===== config.mk =====
export PLATFORM = sky130hd
export DESIGN_NAME = button_debounce_hold_edge_flat
export DESIGN_NICKNAME = d
export VERILOG_FILES = /design/src/rtl/bdhe_pkg.sv /design/src/rtl/bdhe_req_if.sv /design/src/rtl/bdhe_rsp_if.sv /design/src/rtl/bdhe_elapsed.sv /design/src/rtl/bdhe_regfile.sv /design/src/rtl/button_debounce_hold_edge.sv /design/src/flat_wrapper.sv
export VERILOG_INCLUDE_DIRS = /design/src /design/src/rtl
export SDC_FILE = /design/constraint.sdc
export NUM_CORES = 1
export LEC_CHECK = 0
export BUFFER_PORTS_ARGS = -buffer_cell sky130_fd_sc_hd__buf_4
export CORE_MARGIN = 8
export CORE_UTILIZATION = 68
export DETAILED_ROUTE_END_ITERATION = 7
export PLACE_DENSITY = 0.87
export SYNTH_ARGS = -nofsm -noshare
export SYNTH_HDL_FRONTEND = slang
export SYNTH_SLANG_ARGS = --single-unit

===== constraint.sdc =====
create_clock -name clk_i -period 11.5 [get_ports clk_i]
set_input_delay 2.3 -clock clk_i [delete_from_list [all_inputs] [get_ports clk_i]]
set_output_delay 2.3 -clock clk_i [all_outputs]
set_load 0.005 [all_outputs]

===== src/rtl/button_debounce_hold_edge_defines.svh =====
// ----------------------------------------------------------------------------
// Button debouncer assertion macros
// Shared property shorthands for the debouncer RTL.
// ----------------------------------------------------------------------------
`ifndef BUTTON_DEBOUNCE_HOLD_EDGE_DEFINES_SVH
`define BUTTON_DEBOUNCE_HOLD_EDGE_DEFINES_SVH

// Same-cycle implication, disabled while in reset
`define BDHE_ASSERT_IMPLY(name, clk, rst_n, ante, cons) \
  name: assert property (@(posedge clk) disable iff (!rst_n) (ante) |-> (cons)) \
    else $error("debouncer check failed: same-cycle implication");

// Next-cycle implication, disabled while in reset
`define BDHE_ASSERT_NEXT(name, clk, rst_n, ante, cons) \
  name: assert property (@(posedge clk) disable iff (!rst_n) (ante) |=> (cons)) \
    else $error("debouncer check failed: next-cycle implication");

`endif


===== src/rtl/bdhe_pkg.sv =====
// ----------------------------------------------------------------------------
// Button debouncer package
// Widths, reset values, codes and record types shared by the debouncer RTL.
// ----------------------------------------------------------------------------
`default_nettype none

package bdhe_pkg;

  localparam int TIME_W          = 32;
  localparam int CFG_W           = 16;
  localparam int LIM_W           = CFG_W + 1;
  localparam int PIN_W           = 3;
  localparam int IDX_W           = 8;
  localparam int OP_W            = 2;
  localparam int CFG_IDX_W       = 2;
  localparam int NUM_BUTTONS_DEF = 3;

  localparam logic [CFG_W-1:0] DEBOUNCE_RST = 16'd50;
  localparam logic [CFG_W-1:0] HOLD_RST     = 16'd1000;
  localparam logic [CFG_W-1:0] WINDOW_RST   = 16'd40;

  typedef enum logic [OP_W-1:0] {
    OP_UPDATE = 2'd0,
    OP_RISE   = 2'd1,
    OP_FALL   = 2'd2,
    OP_STATE  = 2'd3
  } op_e;

  typedef enum logic [1:0] {
    MODE_RELEASED = 2'd0,
    MODE_PRESSED  = 2'd1,
    MODE_HELD     = 2'd2
  } mode_e;

  typedef enum logic [CFG_IDX_W-1:0] {
    CFG_DEBOUNCE = 2'd0,
    CFG_HOLD     = 2'd1,
    CFG_WINDOW   = 2'd2
  } cfg_idx_e;

  typedef enum logic [2:0] {
    ST_IDLE,
    ST_UPD_HOLD,
    ST_UPD_DEB,
    ST_QRY_WIN,
    ST_QRY_NOW,
    ST_FINISH
  } state_e;

  // One button's stored record
  typedef struct packed {
    mode_e             mode;
    logic [TIME_W-1:0] deb_start;
    logic [TIME_W-1:0] hold_start;
    logic [TIME_W-1:0] rise;
    logic [TIME_W-1:0] fall;
  } btn_rec_t;

  // Per-field write enables plus new values for one button
  typedef struct packed {
    logic     we_mode;
    logic     we_deb;
    logic     we_hold;
    logic     we_rise;
    logic     we_fall;
    btn_rec_t val;
  } btn_wr_t;

endpackage

`default_nettype wire


===== src/rtl/bdhe_req_if.sv =====
// ----------------------------------------------------------------------------
// Debouncer request channel
// Valid/ready channel carrying one update or query request.
// ----------------------------------------------------------------------------
`default_nettype none

interface bdhe_req_if;
  logic                           valid;
  logic                           ready;
  logic [bdhe_pkg::OP_W-1:0]      operation;
  logic [bdhe_pkg::TIME_W-1:0]    time_ms;
  logic [bdhe_pkg::PIN_W-1:0]     pin_levels;
  logic [bdhe_pkg::IDX_W-1:0]     button_index;

  modport source (output valid, operation, time_ms, pin_levels, button_index,
                  input ready);
  modport sink   (input valid, operation, time_ms, pin_levels, button_index,
                  output ready);
endinterface

`default_nettype wire


===== src/rtl/bdhe_rsp_if.sv =====
// ----------------------------------------------------------------------------
// Debouncer response channel
// Valid/ready channel carrying one button status response.
// ----------------------------------------------------------------------------
`default_nettype none

interface bdhe_rsp_if;
  logic valid;
  logic ready;
  logic is_released;
  logic is_pressed;
  logic is_held;
  logic edge_seen;

  modport source (output valid, is_released, is_pressed, is_held, edge_seen,
                  input ready);
  modport sink   (input valid, is_released, is_pressed, is_held, edge_seen,
                  output ready);
endinterface

`default_nettype wire


===== src/rtl/bdhe_elapsed.sv =====
// ----------------------------------------------------------------------------
// Elapsed-time compare unit
// Wrapping subtract of two millisecond stamps, compared at-least with a limit.
// ----------------------------------------------------------------------------
`default_nettype none

module bdhe_elapsed (
  input  logic [bdhe_pkg::TIME_W-1:0] now_i,
  input  logic [bdhe_pkg::TIME_W-1:0] start_i,
  input  logic [bdhe_pkg::LIM_W-1:0]  limit_i,
  output logic                        elapsed_o
);
  import bdhe_pkg::*;

  logic [TIME_W-1:0] diff;

  // Subtract modulo 2^32, then compare against the zero-extended limit
  assign diff      = now_i - start_i;
  assign elapsed_o = (diff >= TIME_W'(limit_i));

endmodule

`default_nettype wire


===== src/rtl/bdhe_regfile.sv =====
// ----------------------------------------------------------------------------
// Button record file
// Per-button mode and time stamps, one read and one write address.
// ----------------------------------------------------------------------------
`default_nettype none

module bdhe_regfile #(
  parameter int NUM_BUTTONS = bdhe_pkg::NUM_BUTTONS_DEF,
  parameter int BW          = (NUM_BUTTONS > 1) ? $clog2(NUM_BUTTONS) : 1
) (
  input  logic               clk_i,
  input  logic               rst_ni,
  input  logic [BW-1:0]      wr_addr_i,
  input  bdhe_pkg::btn_wr_t  wr_i,
  input  logic [BW-1:0]      rd_addr_i,
  output bdhe_pkg::btn_rec_t rd_o
);
  import bdhe_pkg::*;

  btn_rec_t rec_q [NUM_BUTTONS];

  // Read the addressed record
  assign rd_o = rec_q[rd_addr_i];

  // Write selected fields, clear every record at reset
  always_ff @(posedge clk_i or negedge rst_ni) begin
    if (!rst_ni) begin
      for (int b = 0; b < NUM_BUTTONS; b++) begin
        rec_q[b].mode       <= MODE_RELEASED;
        rec_q[b].deb_start  <= '0;
        rec_q[b].hold_start <= '0;
        rec_q[b].rise       <= '0;
        rec_q[b].fall       <= '0;
      end
    end else begin
      if (wr_i.we_mode) rec_q[wr_addr_i].mode       <= wr_i.val.mode;
      if (wr_i.we_deb)  rec_q[wr_addr_i].deb_start  <= wr_i.val.deb_start;
      if (wr_i.we_hold) rec_q[wr_addr_i].hold_start <= wr_i.val.hold_start;
      if (wr_i.we_rise) rec_q[wr_addr_i].rise       <= wr_i.val.rise;
      if (wr_i.we_fall) rec_q[wr_addr_i].fall       <= wr_i.val.fall;
    end
  end

endmodule

`default_nettype wire


===== src/rtl/button_debounce_hold_edge.sv =====
// ----------------------------------------------------------------------------
// Button debouncer with long press and edge stamps
// Debounces active-low buttons under a sequencer around one compare unit.
// ----------------------------------------------------------------------------
// Usage:
//   req_i carries a request: operation, time_ms, pin_levels, button_index.
//   An update steps every button; edge and state queries read one button.
//   rsp_o returns one response per request: is_released, is_pressed,
//   is_held and edge_seen, held in an output register until taken.
//   cfg_we_i/cfg_index_i/cfg_data_i write debounce, hold and window times;
//   write them only while no request is in flight.
// Steps per request (sequencer states in order):
//   update: a hold step and a debounce step per button, two compares per
//   button on the single subtract-and-compare unit, then finish; rising or
//   falling edge query: window, now, finish; state query or out-of-range
//   index: finish. The response is valid in the cycle after the finish step.
// Reset: all buttons released, all stamps zero, times back to 50/1000/40 ms.
// Stall: a held response lets the next request in; that request waits in
//   its final step until the output register is free.
// ----------------------------------------------------------------------------
`default_nettype none

`include "button_debounce_hold_edge_defines.svh"

module button_debounce_hold_edge #(
  parameter int NUM_BUTTONS = bdhe_pkg::NUM_BUTTONS_DEF
) (
  input  logic                           clk_i,
  input  logic                           rst_ni,
  input  logic                           cfg_we_i,
  input  logic [bdhe_pkg::CFG_IDX_W-1:0] cfg_index_i,
  input  logic [bdhe_pkg::CFG_W-1:0]     cfg_data_i,
  bdhe_req_if.sink                       req_i,
  bdhe_rsp_if.source                     rsp_o
);
  import bdhe_pkg::*;

  localparam int BW = (NUM_BUTTONS > 1) ? $clog2(NUM_BUTTONS) : 1;

  state_e           state_q, state_d;
  logic [CFG_W-1:0] deb_ms_q, hold_ms_q, win_ms_q;

  op_e               op_q;
  logic [TIME_W-1:0] now_q;
  logic [PIN_W-1:0]  pins_q;
  logic [BW-1:0]     idx_q;
  logic              idx_ok_q;
  logic [BW-1:0]     btn_q;
  logic              hold_hit_q;
  logic              win_q;
  logic              edge_q;

  logic rsp_valid_q;
  logic rel_q, press_q, held_q, seen_q;

  logic              req_acc;
  op_e               req_op;
  logic              req_idx_ok;
  logic              out_free;
  logic              last_btn;
  logic              pin_high;
  logic              rest_mode;
  logic              restart;
  logic [BW-1:0]     rf_addr;
  btn_rec_t          rd;
  btn_wr_t           wr;
  logic [TIME_W-1:0] cmp_start;
  logic [LIM_W-1:0]  cmp_limit;
  logic              cmp_el;

  assign req_op     = op_e'(req_i.operation);
  assign req_idx_ok = (req_i.button_index < IDX_W'(NUM_BUTTONS));
  assign req_acc    = req_i.valid && req_i.ready;
  assign out_free   = !rsp_valid_q || rsp_o.ready;
  assign last_btn   = (btn_q == BW'(NUM_BUTTONS - 1));

  // Level of the button being stepped; buttons past the pin field read low
  always_comb begin
    pin_high = 1'b0;
    for (int k = 0; k < PIN_W; k++) begin
      if (32'(btn_q) == k) pin_high = pins_q[k];
    end
  end

  assign rest_mode = (rd.mode != MODE_PRESSED) && (rd.mode != MODE_HELD);
  assign restart   = rest_mode ? pin_high : !pin_high;

  // Record file address: stepped button during updates, queried one otherwise
  assign rf_addr = ((state_q == ST_UPD_HOLD) || (state_q == ST_UPD_DEB)) ? btn_q : idx_q;

  bdhe_regfile #(
    .NUM_BUTTONS (NUM_BUTTONS),
    .BW          (BW)
  ) u_regfile (
    .clk_i     (clk_i),
    .rst_ni    (rst_ni),
    .wr_addr_i (rf_addr),
    .wr_i      (wr),
    .rd_addr_i (rf_addr),
    .rd_o      (rd)
  );

  bdhe_elapsed u_elapsed (
    .now_i     (now_q),
    .start_i   (cmp_start),
    .limit_i   (cmp_limit),
    .elapsed_o (cmp_el)
  );

  // Sequence the steps of one request
  always_comb begin
    state_d = state_q;
    unique case (state_q)
      ST_IDLE: begin
        if (req_acc) begin
          if (req_op == OP_UPDATE) begin
            state_d = ST_UPD_HOLD;
          end else if (!req_idx_ok || (req_op == OP_STATE)) begin
            state_d = ST_FINISH;
          end else begin
            state_d = ST_QRY_WIN;
          end
        end
      end
      ST_UPD_HOLD: state_d = ST_UPD_DEB;
      ST_UPD_DEB:  state_d = last_btn ? ST_FINISH : ST_UPD_HOLD;
      ST_QRY_WIN:  state_d = ST_QRY_NOW;
      ST_QRY_NOW:  state_d = ST_FINISH;
      ST_FINISH:   if (out_free) state_d = ST_IDLE;
      default:     state_d = ST_IDLE;
    endcase
  end

  // Drive the compare unit, the record writes and the request ready
  always_comb begin
    cmp_start = '0;
    cmp_limit = '0;
    wr        = '0;
    wr.val.mode = MODE_RELEASED;
    req_i.ready = (state_q == ST_IDLE);
    unique case (state_q)
      ST_UPD_HOLD: begin
        cmp_start = rd.hold_start;
        cmp_limit = {1'b0, hold_ms_q};
      end
      ST_UPD_DEB: begin
        cmp_start        = restart ? now_q : rd.deb_start;
        cmp_limit        = {1'b0, deb_ms_q};
        wr.we_deb        = restart;
        wr.val.deb_start = now_q;
        wr.val.rise      = now_q;
        wr.val.hold_start = now_q;
        wr.val.fall      = now_q;
        if (rest_mode) begin
          if (cmp_el) begin
            wr.we_mode  = 1'b1;
            wr.we_rise  = 1'b1;
            wr.we_hold  = 1'b1;
            wr.val.mode = MODE_PRESSED;
          end
        end else if (cmp_el) begin
          wr.we_mode  = 1'b1;
          wr.we_fall  = 1'b1;
          wr.val.mode = MODE_RELEASED;
        end else if (hold_hit_q) begin
          wr.we_mode  = 1'b1;
          wr.val.mode = MODE_HELD;
        end
      end
      ST_QRY_WIN: begin
        cmp_start = (op_q == OP_RISE) ? rd.rise : rd.fall;
        cmp_limit = {1'b0, win_ms_q};
      end
      ST_QRY_NOW: begin
        // now > window is the same as now - 0 >= window + 1
        cmp_start  = '0;
        cmp_limit  = {1'b0, win_ms_q} + LIM_W'(1);
        wr.we_rise = (op_q == OP_RISE);
        wr.we_fall = (op_q == OP_FALL);
        wr.val.rise = '0;
        wr.val.fall = '0;
      end
      default: begin
      end
    endcase
  end

  // Hold state and configuration
  always_ff @(posedge clk_i or negedge rst_ni) begin
    if (!rst_ni) begin
      state_q     <= ST_IDLE;
      rsp_valid_q <= 1'b0;
      deb_ms_q    <= DEBOUNCE_RST;
      hold_ms_q   <= HOLD_RST;
      win_ms_q    <= WINDOW_RST;
    end else begin
      state_q <= state_d;
      if ((state_q == ST_FINISH) && out_free) begin
        rsp_valid_q <= 1'b1;
      end else if (rsp_o.ready) begin
        rsp_valid_q <= 1'b0;
      end
      if (cfg_we_i) begin
        unique case (cfg_idx_e'(cfg_index_i))
          CFG_DEBOUNCE: deb_ms_q  <= cfg_data_i;
          CFG_HOLD:     hold_ms_q <= cfg_data_i;
          CFG_WINDOW:   win_ms_q  <= cfg_data_i;
          default: begin
          end
        endcase
      end
    end
  end

  // Capture the request and advance the working registers
  always_ff @(posedge clk_i) begin
    if (req_acc) begin
      op_q     <= req_op;
      now_q    <= req_i.time_ms;
      pins_q   <= req_i.pin_levels;
      idx_q    <= req_i.button_index[BW-1:0];
      idx_ok_q <= req_idx_ok;
      btn_q    <= '0;
    end
    if (state_q == ST_UPD_HOLD) begin
      hold_hit_q <= (rd.mode == MODE_PRESSED) && !pin_high && cmp_el;
    end
    if (state_q == ST_UPD_DEB) begin
      btn_q <= btn_q + BW'(1);
    end
    if (state_q == ST_QRY_WIN) begin
      win_q <= cmp_el;
    end
    if (state_q == ST_QRY_NOW) begin
      edge_q <= !win_q && cmp_el;
    end
    if ((state_q == ST_FINISH) && out_free) begin
      if ((op_q == OP_UPDATE) || !idx_ok_q) begin
        rel_q   <= 1'b0;
        press_q <= 1'b0;
        held_q  <= 1'b0;
        seen_q  <= 1'b0;
      end else begin
        rel_q   <= (rd.mode != MODE_PRESSED) && (rd.mode != MODE_HELD);
        press_q <= (rd.mode == MODE_PRESSED) || (rd.mode == MODE_HELD);
        held_q  <= (rd.mode == MODE_HELD);
        seen_q  <= ((op_q == OP_RISE) || (op_q == OP_FALL)) && edge_q;
      end
    end
  end

  assign rsp_o.valid       = rsp_valid_q;
  assign rsp_o.is_released = rel_q;
  assign rsp_o.is_pressed  = press_q;
  assign rsp_o.is_held     = held_q;
  assign rsp_o.edge_seen   = seen_q;

  // An update request starts at the first button
  `BDHE_ASSERT_NEXT(a_upd_start, clk_i, rst_ni, req_acc && (req_op == OP_UPDATE), (state_q == ST_UPD_HOLD) && (btn_q == '0))

  // Only in-range queries reach the stamp-clearing step
  `BDHE_ASSERT_IMPLY(a_qry_in_range, clk_i, rst_ni, state_q == ST_QRY_NOW, idx_ok_q)

  // Records change only in the debounce step or the stamp-clearing step
  `BDHE_ASSERT_IMPLY(a_wr_window, clk_i, rst_ni, wr.we_mode || wr.we_deb || wr.we_hold || wr.we_rise || wr.we_fall, (state_q == ST_UPD_DEB) || (state_q == ST_QRY_NOW))

  // A finished request shows up on the output and frees the sequencer
  `BDHE_ASSERT_NEXT(a_finish_out, clk_i, rst_ni, (state_q == ST_FINISH) && out_free, rsp_valid_q && (state_q == ST_IDLE))

endmodule

`default_nettype wire


===== src/flat_wrapper.sv =====
// flat-port wrapper written by rule: the top's interface ports become plain ports
module button_debounce_hold_edge_flat import bdhe_pkg::*;
#(
  parameter int NUM_BUTTONS = bdhe_pkg::NUM_BUTTONS_DEF
)
  (clk_i, rst_ni, cfg_we_i, cfg_index_i, cfg_data_i, req_i_valid, req_i_operation, req_i_time_ms, req_i_pin_levels, req_i_button_index, req_i_ready, rsp_o_valid, rsp_o_is_released, rsp_o_is_pressed, rsp_o_is_held, rsp_o_edge_seen, rsp_o_ready);
  bdhe_req_if req_i_i ();
  bdhe_rsp_if rsp_o_i ();
  input  logic clk_i;
  input  logic rst_ni;
  input  logic cfg_we_i;
  input  logic [bdhe_pkg::CFG_IDX_W-1:0] cfg_index_i;
  input  logic [bdhe_pkg::CFG_W-1:0] cfg_data_i;
  input wire logic [$bits(req_i_i.valid)-1:0] req_i_valid;
  input wire logic [$bits(req_i_i.operation)-1:0] req_i_operation;
  input wire logic [$bits(req_i_i.time_ms)-1:0] req_i_time_ms;
  input wire logic [$bits(req_i_i.pin_levels)-1:0] req_i_pin_levels;
  input wire logic [$bits(req_i_i.button_index)-1:0] req_i_button_index;
  output wire logic [$bits(req_i_i.ready)-1:0] req_i_ready;
  output wire logic [$bits(rsp_o_i.valid)-1:0] rsp_o_valid;
  output wire logic [$bits(rsp_o_i.is_released)-1:0] rsp_o_is_released;
  output wire logic [$bits(rsp_o_i.is_pressed)-1:0] rsp_o_is_pressed;
  output wire logic [$bits(rsp_o_i.is_held)-1:0] rsp_o_is_held;
  output wire logic [$bits(rsp_o_i.edge_seen)-1:0] rsp_o_edge_seen;
  input wire logic [$bits(rsp_o_i.ready)-1:0] rsp_o_ready;
  assign req_i_i.valid = req_i_valid;
  assign req_i_i.operation = req_i_operation;
  assign req_i_i.time_ms = req_i_time_ms;
  assign req_i_i.pin_levels = req_i_pin_levels;
  assign req_i_i.button_index = req_i_button_index;
  assign req_i_ready = req_i_i.ready;
  assign rsp_o_valid = rsp_o_i.valid;
  assign rsp_o_is_released = rsp_o_i.is_released;
  assign rsp_o_is_pressed = rsp_o_i.is_pressed;
  assign rsp_o_is_held = rsp_o_i.is_held;
  assign rsp_o_edge_seen = rsp_o_i.edge_seen;
  assign rsp_o_i.ready = rsp_o_ready;
  button_debounce_hold_edge #(.NUM_BUTTONS(NUM_BUTTONS)) u_core (.clk_i(clk_i), .rst_ni(rst_ni), .cfg_we_i(cfg_we_i), .cfg_index_i(cfg_index_i), .cfg_data_i(cfg_data_i), .req_i(req_i_i), .rsp_o(rsp_o_i));
endmodule

Word level (Yosys, flattened, before mapping). Index checks and enable logic that the tools add are counted. W data, S select, Z words.

Add/subtract/negate cells: 3. Order comparisons: 4. Equal/unequal tests: 18. Mux-type cells: 57. Bitwise gates (word level): 1. Reduce and logical (&&, ||, !) cells: 30.

Operator list (count): $bwmux W390 (5); $mux W390 (5); $demux W130 S2 (5); $mux W130 (3); $bmux W130 S2 (1); $mux W128 (1); $mux W64 (2); $mux W32 (3); $mux W96 (1); $pmux W32 S3 (1); $pmux W17 S4 (1); $mux W66 (1); $ge A32 B17 Y1 (1); $sub A32 B32 Y32 (1); $mux W3 (6); $pmux W3 S6 (1); $add A16 B1 Y17 const B (1); $mux W2 (8); $mux W1 (12); $eq A2 B2 Y1 const B (5); $eq A2 B1 Y1 const B (4); $logic_and A1 B1 Y1 (8); $logic_not A2 Y1 (4); $lt A8 B2 Y1 const B (1); 15 further kinds (32).

Register bits after elaboration: 491. Output and inout port bits: 6.

Longest topological paths before layout. Gate-level depths: netlist of run 1.

Depth after elaboration: 27. Mapped depth: 39.

Cells and area by module. From an unflattened synthesis of run 1, not the netlist that was laid out.

Cells, all modules: 2072. Area total of the unflattened synthesis: 25963.7 um^2.

Modules (own cells, without submodules): bdhe_regfile (instances 1, cells each 1138, area each 17441.7 um^2, seq. area each 9759.4 um^2); button_debounce_hold_edge (instances 1, cells each 595, area each 6189.7 um^2, seq. area each 2786.4 um^2); bdhe_elapsed (instances 1, cells each 339, area each 2332.2 um^2, seq. area each 0.0 um^2).

Worst setup path after synthesis of run 1. OpenSTA, ideal clock, no wires.

Kind: register to register. Start: reg u_core.state_q[2]. End: reg u_core.u_regfile.rec_q[324] (netlist name). Arrival time: 7.427 ns. Path slack: 3.948 ns. Cell stages (with the launch flop): 35. Path buffers: 6. Cell sequence: dfrtp_1 > inv_1 > clkbuf_1 > nand2_1 > o21ai_0 > clkbuf_1 > clkbuf_1 > mux2i_1 > o21ai_0 > inv_1 > ha_1 > xnor2_1 > nand2b_1 > clkbuf_1 > o22ai_1 > a221oi_1 > ha_1 > a21oi_1 > nor2_1 > a211oi_1 > o221a_2 > o21ai_0 > xor2_1 > ha_1 > a211o_1 > a2111oi_0 > a21boi_0 > o211a_1 > o21ai_0 > and4b_1 > o2111ai_2 > buf_4 > nand2_2 > buf_6 > mux2_2.

Word-level cells in the longest chain between the ends: 26. Elaborated cells on any way between the ends: 48. Those cells by class: add/sub: 1; order compare: 3; eq/ne: 6; mux: 34; bitwise: 1; reduce/logical: 3.

RTL lines: start: declaration (line button_debounce_hold_edge.sv:40) `state_e state_q, state_d;`; start signal: assignment (line button_debounce_hold_edge.sv:197) `state_q <= state_d;`; $eq A3 B1 Y1 / $eq A3 B2 Y1 (equally long branches) (line button_debounce_hold_edge.sv:89) `assign rf_addr = ((state_q == ST_UPD_HOLD) || (state_q == ST_UPD_DEB)) ? btn_q : idx_q;`; $logic_or A1 B1 Y1 * (line button_debounce_hold_edge.sv:89); $mux W2 * (line button_debounce_hold_edge.sv:89); $not A2 Y3 (implied by the code) * (line bdhe_regfile.sv:23) `assign rd_o = rec_q[rd_addr_i];`; $bmux W130 S2 * (line bdhe_regfile.sv:23); $mux W130 (implied by the code) * (2 in a row) (line bdhe_regfile.sv:23); $ne A2 B1 Y1 / $ne A2 B2 Y1 (equally long branches) (line button_debounce_hold_edge.sv:85) `assign rest_mode = (rd.mode != MODE_PRESSED) && (rd.mode != MODE_HELD);`; $logic_and A1 B1 Y1 * (line button_debounce_hold_edge.sv:85); via u_core.rest_mode (line button_debounce_hold_edge.sv:62) `logic rest_mode;`; (+9 left out); $bwmux W390 (line bdhe_regfile.sv:37) `if (wr_i.we_deb) rec_q[wr_addr_i].deb_start <= wr_i.val.deb_start;`; $mux W390 (line bdhe_regfile.sv:37); $bwmux W390 (line bdhe_regfile.sv:38) `if (wr_i.we_hold) rec_q[wr_addr_i].hold_start <= wr_i.val.hold_start;`; $mux W390 (line bdhe_regfile.sv:38); $bwmux W390 (line bdhe_regfile.sv:39) `if (wr_i.we_rise) rec_q[wr_addr_i].rise <= wr_i.val.rise;`; $mux W390 (line bdhe_regfile.sv:39); $bwmux W390 (line bdhe_regfile.sv:40) `if (wr_i.we_fall) rec_q[wr_addr_i].fall <= wr_i.val.fall;`; $mux W390 * (line bdhe_regfile.sv:40); end: declaration (line bdhe_regfile.sv:20) `btn_rec_t rec_q [NUM_BUTTONS];`.

The timed path passes the listed nets; every way through them passes the cells marked *. The select of a mux whose other input is x is not followed. A chain may end at the register's enable or synchronous reset.

Worst setup path after layout of run 1.
Start: reg u_core.state_q[2]. End: reg u_core.u_regfile.rec_q[137] (netlist name).

The elaborated chain is that of the path after synthesis.

==> results, run 1 <==
- The run finished with clean final reports.
- By area the synthesized netlist is led by dfrtp_1 43%, mux2_2 10%, a21oi_1 6.1%.
- Compared with the post-synthesis result, the final layout area differs by 9.23%.
- Global routing finished with a remaining overflow of 0.
- The share of synthesized area in the top cell type comes to 0.427.
- The share of total power dissipated in sequential elements is 0.340.
- The clock skew is 0.0323 ns.
- The die footprint is 43500 µm².
- The pre-antenna-repair detailed-routing pass consisted of 6 iterations.
- The critical path starts at u_core.state_q[2]$_DFFE_PN0P_.
- Setup repair after global routing left no endpoint under its margin.
- Measured along the y axis, the die boundary spans 209 µm.
- The number of global-route vias before repair came to 20400.
- Across the run, the number of max-cap violations was 0.
- STA classifies the critical path endpoint as a flop.
- The number of nets in the layout is 2510.
- The final instance area is 27600 µm².
- The wire length of the first global-routing pass is 115000 µm.
- The combined global-route utilization of all metal layers is 0.332.
- The average wire length per cell after detail routing is 25.4 µm.
- The sum of net half-perimeters after detailed placement is 46500 µm.
- The data required time of the worst path is 12.01 ns.
- For this run, the number of Yosys warnings is 0.
- The number of nets in the synthesized netlist is 2542.
- The worst register-to-register path begins at u_core.state_q[2]$_DFFE_PN0P_.
- The mean post-synth cell area is 10.4 µm².
- Among all stages on the critical path, the largest delay is contributed by o21ai_4.
- The leakage power figure is 12.6 nW.
- The filler cells instantiated in the layout total 2362.
- For this block, the initial DRC count from the detailed router was 2324.
- The H-tree depth is 2.
- Entering global routing, the biggest net connects 168 pins.
- The fraction of power consumed by combinational cells is 0.456.
- The clock sink count is 491.
- Power spread over the standard cell area amounts to 295 nW/µm².
- Summed over all failing endpoints, the final setup total negative slack is 0 ns.
- In the finished design, the share of the clock period the worst path needs comes to 0.828.
- Counting flops with an async set or reset pin after synthesis yields a share of 0.900.
- Setup violations remaining at the end of the flow were counted as 0.
- 74 I/O pins were placed.
- Clock-pin slew was measured on the worst setup and hold paths at 0.06 ns.
- After detailed routing, the number of vias per cell comes to 6.94.
- Summing all flip-flop and latch instances after layout gives 12500 µm².
- The cell area after placement is 25900 µm².
- The worst-case clock buffer depth is 3.
- The multi-input combinational cells in the finished layout cover a total of 11700 µm².
- The max-slew violation total from the final report is 0.
- The maximum fanout count along the critical path is 30.
- In the routed design, unresolved DRC markers number 0.
- The fraction of power consumed by the clock network is 0.204.
- The wire length after detailed routing is 73600 µm.
- The number of core rows is 70.
- In this run, synthesis inferred 49 flip-flops with an integrated enable.
- For this run, the slowest stage of the critical path takes 0.71 ns.
- The path type of the worst min-delay path is flop to flop.
- The sequential element share of the synthesized area is 0.497.
- The count of unique library cells instantiated by Yosys is 77.
- The cell that appears most often on the critical path is a21oi_1.
- The weighted congestion reported at the end of routability-driven placement is 0.979.
- dfrtp_1 takes more of the synthesized area than any other cell.
- The tightest hold margin is 0.493 ns.
- The final route contains 20100 vias.
- The minimum period implied by the final worst setup slack is 9.52 ns.
- At the pin with the least slew margin, the transition time is 1.04 ns.
- The number of synthesized register bits is 491.
- In this run the most critical hold path is launched from u_core.u_regfile.rec_q[342]$_DFFE_PN0P_.
- The initial antenna violation count is 1.
- IR analysis of the VDD net gives a maximum drop of 0.199 mV.
- The later pin in the worst-skew pair is clocked with a latency of 0.62 ns.
- The number of buffer cells added on primary ports is 73.
- The buffer count from post-CTS setup fixing is 0.
- After technology mapping, the gate count stands at 2416.
- The initial utilization of the core area, before any placement, comes to 0.689.
- The width of the die is 209 µm.
- The number of clock buffers added by TritonCTS is 50.
- The worst setup path is launched from a flop.
- The most used flip-flop cell after synthesis is dfrtp_1.
- The fraction of power spent switching nets is 0.424.
- The cell area that synthesis handed to floorplanning was 25200 µm².
- The root buffer cell is clkbuf_16.
- The design internal power is 0.00469 W.
- The critical path class is flop to flop.
- Hold repair after CTS inserted 0 buffers.
- Summed over all nets, the switching power comes to 0.00346 W.
- In the final layout, the share of cells above drive strength 1 is 0.193.
- The core outline area is 36600 µm².
- The number of gates resized after cts is 0.
- The upper clock frequency limit is 105 MHz.
- The TritonCTS clock tree is yes.
- The number of hold violations in the final report is 0.
- The endpoint arrival time on the critical path is 10.03 ns.
- In this run the tightest slew margin relative to its limit is 0.304.
- The post-detailed-route count of antenna-violating nets is 0.
## power groups by stage
stage	clock, W	combinational, W	sequential (W)
floorplan	0	0.00268	0.00258
global placement	0	0.00351	0.00273
detailed placement	0	0.00360	0.00276
CTS	0.00167	0.00364	0.00274
global route	0.00174	0.00401	0.00281
finish	0.00166	0.00371	0.00277
## synth_stat cells, types with 9 or more instances
library cell,number
nand2b_1,10
a22oi_1,12
dfstp_2,11
clkbuf_1,130
dfrtp_1,431
a21oi_1,310
mux2_1,16
xnor2_1,24
o21ai_0,37
nand4_1,11
o211ai_1,11
a21o_1,12
mux2i_1,103
nand2_1,410
and3_1,10
o22ai_1,32
ha_1,57
buf_2,24
and2_1,12
a211oi_1,38
mux2_2,232
a22o_1,96
buf_6,15
buf_1,20
nor3_1,17
nor2_1,50
nor2b_1,9
nand3_1,18
inv_1,54
a31oi_1,10
edfxtp_1,49
xor2_1,13
a221oi_1,35
## path summary, 6_finish.rpt
check | end | slack (ns) | cells after the start
hold reg to reg | u_core.u_regfile.rec_q[342]$_DFFE_PN0P_ | 0.49 | 1
setup / recovery | u_core.u_regfile.rec_q[137]$_DFFE_PN0P_ | 1.98 | 34
min in group asynchronous | u_core.u_regfile.rec_q[261]$_DFFE_PN0P_ | 1.79 | 1
setup reg to reg | u_core.u_regfile.rec_q[137]$_DFFE_PN0P_ | 1.98 | 34
max in group asynchronous | u_core.u_regfile.rec_q[288]$_DFFE_PN0P_ | 8.09 | 2
hold / removal | u_core.u_regfile.rec_q[342]$_DFFE_PN0P_ | 0.49 | 1
## critical path, delay by kind of cell, from the launching register on
family,cells,cell delay (ns)
AO/OA/AOI/OAI,16,3.97
AND/OR/NAND/NOR,6,1.97
buffers and inverters,5,1.26
adder cells (fa/ha/maj),3,1.03
XOR/XNOR,2,0.42
multiplexers,2,0.38
flip-flops,1,0.36
## flip-flops by register name, indices dropped and copies added (netlist names), 2 cells and up
| signal | cells |
|---|---|
| u_core.deb_ms_q | 16 |
| u_core.now_q | 32 |
| u_core.btn_q | 2 |
| u_core.win_ms_q | 16 |
| u_core.hold_ms_q | 16 |
| u_core.idx_q | 2 |
| u_core.u_regfile.rec_q | 390 |
| u_core.state_q | 3 |
| u_core.pins_q | 3 |
| u_core.op_q | 2 |
## cell usage in the layout, fill, tap and decap left out, types with 24 or more instances in the layout
cell,count
dfrtp_1,431
nand2_1,409
a21oi_1,310
mux2_2,232
buf_4,104
mux2i_1,103
a22o_1,96
ha_1,56
inv_1,54
clkbuf_16,53
edfxtp_1,49
nor2_1,47
a211oi_1,38
o21ai_0,36
a221oi_1,35
o22ai_1,32
xnor2_1,24
## routing by layer
metal  GRT usage  wire length (µm)  vias up
met4       0.186              4630        0
met3      0.0658              6910      284
met2       0.520             33400     1220
met1       0.433             28600     9975
li1            -                 -     8617
met5           0                 0        -
## final cells by class
class,instances,area share
antenna,1,0.0000908
clock buffer,82,0.0586
multi-input combinational,1678,0.424
sequential,491,0.455
timing repair buffer,107,0.0303
inverter,56,0.00762
clock inverter,11,0.00304
tap,468,0.0212
## logic make-up (layout without fill, tap and decap cells)
group	Yosys count	in the layout	synth area share
adder cells (fa/ha/maj)	59	59	0.0294
multiplexers	351	351	0.151
AO/OA/AOI/OAI	649	649	0.166
AND/OR/NAND/NOR	580	580	0.0990
XOR/XNOR	39	39	0.0141
other	0	1	0
buffers and inverters	247	256	0.0427
flip-flops	491	491	0.497
## per-stage QoR
step / cells / setup WS (ns) / total power [W] / util
6_report: 2894 / 1.98 / 0.00814 / 0.753
5_1_grt: 2893 / 1.44 / 0.00856 / 0.753
4_1_cts: 2893 / 2.17 / 0.00806 / 0.753
3_5_place_dp: 2800 / 2.23 / 0.00636 / 0.707
3_3_place_gp: 2800 / 2.41 / 0.00624 / 0.707
2_1_floorplan: 2416 / 3.95 / 0.00525 / -
(Power assumes the default switching activity.)
==> run 2: changes to the inputs <==
- CORE_UTILIZATION: 68 -> 63
- PLACE_DENSITY: 0.87 -> 0.81
- clock period: 11.5 -> 9 ns (I/O delays scaled with it)
==> results, run 2 (synthesis results as in run 1) <==
- The number of antenna diodes is 0.
- The clock sink count is 491.
- The post-route non-filler standard cell count is 2960.
- The number of flip-flops in the largest register is 390.
- The number of hold violations in the final report is 0.
- The multi-input logic area is 11700 µm².
- The sort of element at the end of the critical path is a flop.
- In this run the static leakage power is 12.6 nW.
- For this block, the via count after detailed routing is 20000.
- Once placement finished, the instance area stood at 26000 µm².
- At the pin with the least slew margin, the transition time is 1.05 ns.
- Data on the critical path is required at its endpoint by 9.48 ns.
- Measured along the x axis, the die boundary spans 216 µm.
- STA puts the critical path data arrival time at 9.01 ns.
- Of the available clock period, the critical path in the final layout requires 0.949.
- No sink is reached through more buffers than the 3 on the longest clock path.
- The tree is rooted in a clkbuf_16.
- The core outline area is 39600 µm².
- The minimum period implied by the final worst setup slack is 8.54 ns.
- The total design power is 0.0104 W.
- The TritonCTS clock tree is yes.
- Of the cells placed in the final design, the portion with a size suffix greater than 1 is 0.195.
- The detailed-routing iteration count for the pre-antenna-repair pass is 6.
- The initial antenna violation count is 0.
- The effective utilization at floorplan is 0.637.
- Across every metal layer, demand over resource in global routing totals 0.310.
- The floorplan has 73 rows.
- Dividing total power by cell area gives a power density of 376 nW/µm².
- The number of max-cap violations is 0.
- The run finished with clean final reports.
- For this run, the top clock speed supported by timing is 117 MHz.
- For this design the top-level I/O count stands at 74.
- The first global-routing pass estimated 116000 µm of wire.
- In the final layout, the registers with the most flip-flops are u_core.u_regfile.rec_q (390), u_core.now_q (32).
- The number of placed cells counting well taps is 2868.
- The number of gates resized after cts is 0.
- Summing all flip-flop and latch instances after layout gives 12500 µm².
- The post-detailed-route count of antenna-violating nets is 0.
- For this block, the initial DRC count from the detailed router was 2244.
- The HPWL after detailed placement is 47500 µm.
- For this design, the CTS-stage hold fixing added 0 buffers.
- The insertion delay to the later sink of the worst-skew pair is 0.60 ns.
- For this run, the post-layout net count is 2521.
- On the worst path, the slowest cell contributes a delay of 0.72 ns.
- The library cells used most frequently in the layout, excluding fill and tap cells, are 431 x dfrtp_1, 409 x nand2_1, 310 x a21oi_1.
- The number of buffer cells added on primary ports is 73.
- The critical path class is flop to flop.
- Summed over all layers, the routed wires come to 74000 µm.
- The worst pin sits at a relative slew slack of 0.298.
- The number of global-route vias before repair was 20700.
- The register with the most flip-flops in the final layout is u_core.u_regfile.rec_q.
- The buffer count from post-CTS setup fixing is 0.
- Setup violations remaining at the end of the flow were counted as 0.
- Once layout is complete, the utilization of the core stands at 0.698.
- Setup total negative slack on the finished layout was measured at 0 ns.
- The largest voltage drop on the vdd net is 0.282 mV.
- The maximum fanout count along the critical path is 32.
- On the critical path, the stage with the largest delay is an instance of nand4_4.
- From bottom edge to top edge, the die measures 216 µm.
- The maximum number of pins on one net before global-route repair is 123.
- The most common cell after layout, fill and taps aside is dfrtp_1.
- In this run, CTS created clock tree buffers numbering 50.
- The average vias per placed instance is 6.75.
- After routing the design area is 27700 µm².
- At the end of routability-driven placement, the weighted congestion stood at 0.937.
- The average wire length per cell after detail routing is 25.0 µm.
- The sum of overflow across all layers after global routing is 0.
- On the final layout, the worst clock skew is 0.0245 ns.
- The path type of the worst min-delay path is flop to flop.
- Setup repair after global routing left no endpoint under its margin.
- The relative area change from synthesis to final layout is 9.68%.
- The clock slew at the register clock pins of the worst setup and hold paths is 0.06 ns.
- The die footprint is 46700 µm².
- The max-slew violation total from the final report is 0.
- STA classifies the critical path startpoint as a flop.
- The filler cells instantiated in the layout total 2860.
- The clock tree synthesis step divided the H-tree into 2 levels.
- In the routed design, unresolved DRC markers number 0.
==> run 2: changes by cell type in the layout (fill, tap and decap cells not counted), moves of 2 or more <==
cell       delta
buf_4        +10
bufinv_16     +3
clkbuf_16     -2
clkbuf_8     -10
clkinv_1      +3
clkinv_2      +4
inv_6         +2
nand2_2       -3
nand2_4       +3
==> run 2: critical path, delay by kind of cell (launching register included) <==
family,cells,cell delay [ns]
compound gates,13,3.36
simple gates,6,1.78
fa+ha+maj,3,1.06
buf+inv,2,0.73
mux,2,0.55
flops,1,0.47
xor+xnor,2,0.45
==> run 2: metal layers <==
metal | vias up | GRT usage | routed length, µm
met5 | - | 0 | 0
met4 | 0 | 0.179 | 4540
met3 | 252 | 0.0664 | 6540
met2 | 1106 | 0.484 | 34200
met1 | 10000 | 0.397 | 28700
li1 | 8601 | - | -
==> run 2: through the flow <==
| step | worst slack (ns) | hold slack [ns] |
|---|---|---|
| floorplan | 1.45 | 0.449 |
| global placement | 0.577 | 0.471 |
| detailed placement | 0.266 | 0.470 |
| CTS | 0.267 | 0.486 |
| global route | 0.0296 | 0.509 |
| finish | 0.463 | 0.481 |
==> run 2: path summary, 6_finish.rpt <==
check | startpoint | to | slack, ns | depth (start not counted)
setup / recovery | u_core.state_q[2]$_DFFE_PN0P_ | u_core.u_regfile.rec_q[20]$_DFFE_PN0P_ | 0.46 | 28
hold reg to reg | u_core.u_regfile.rec_q[128]$_DFFE_PN0P_ | u_core.u_regfile.rec_q[128]$_DFFE_PN0P_ | 0.48 | 1
setup reg to reg | u_core.state_q[2]$_DFFE_PN0P_ | u_core.u_regfile.rec_q[20]$_DFFE_PN0P_ | 0.46 | 28
hold / removal | u_core.u_regfile.rec_q[128]$_DFFE_PN0P_ | u_core.u_regfile.rec_q[128]$_DFFE_PN0P_ | 0.48 | 1
max in group asynchronous | rst_ni | u_core.u_regfile.rec_q[284]$_DFFE_PN0P_ | 6.17 | 2
min in group asynchronous | rst_ni | u_core.u_regfile.rec_q[257]$_DFFE_PN0P_ | 1.22 | 1
==> run 2: final cells by class <==
cell class / instances / area share
clock inverter: 21 / 0.00714
sequential: 491 / 0.453
tap: 525 / 0.0237
inverter: 56 / 0.00759
timing repair buffer: 118 / 0.0333
clock buffer: 71 / 0.0517
multi-input combinational: 1678 / 0.423
==> run 2: power breakdown <==
part / internal [W] / total (W) / switching (W)
registers: 0.00299 / 0.00355 / 0.000562
clock network: 0.00119 / 0.00208 / 0.000886
logic: 0.00182 / 0.00477 / 0.00295
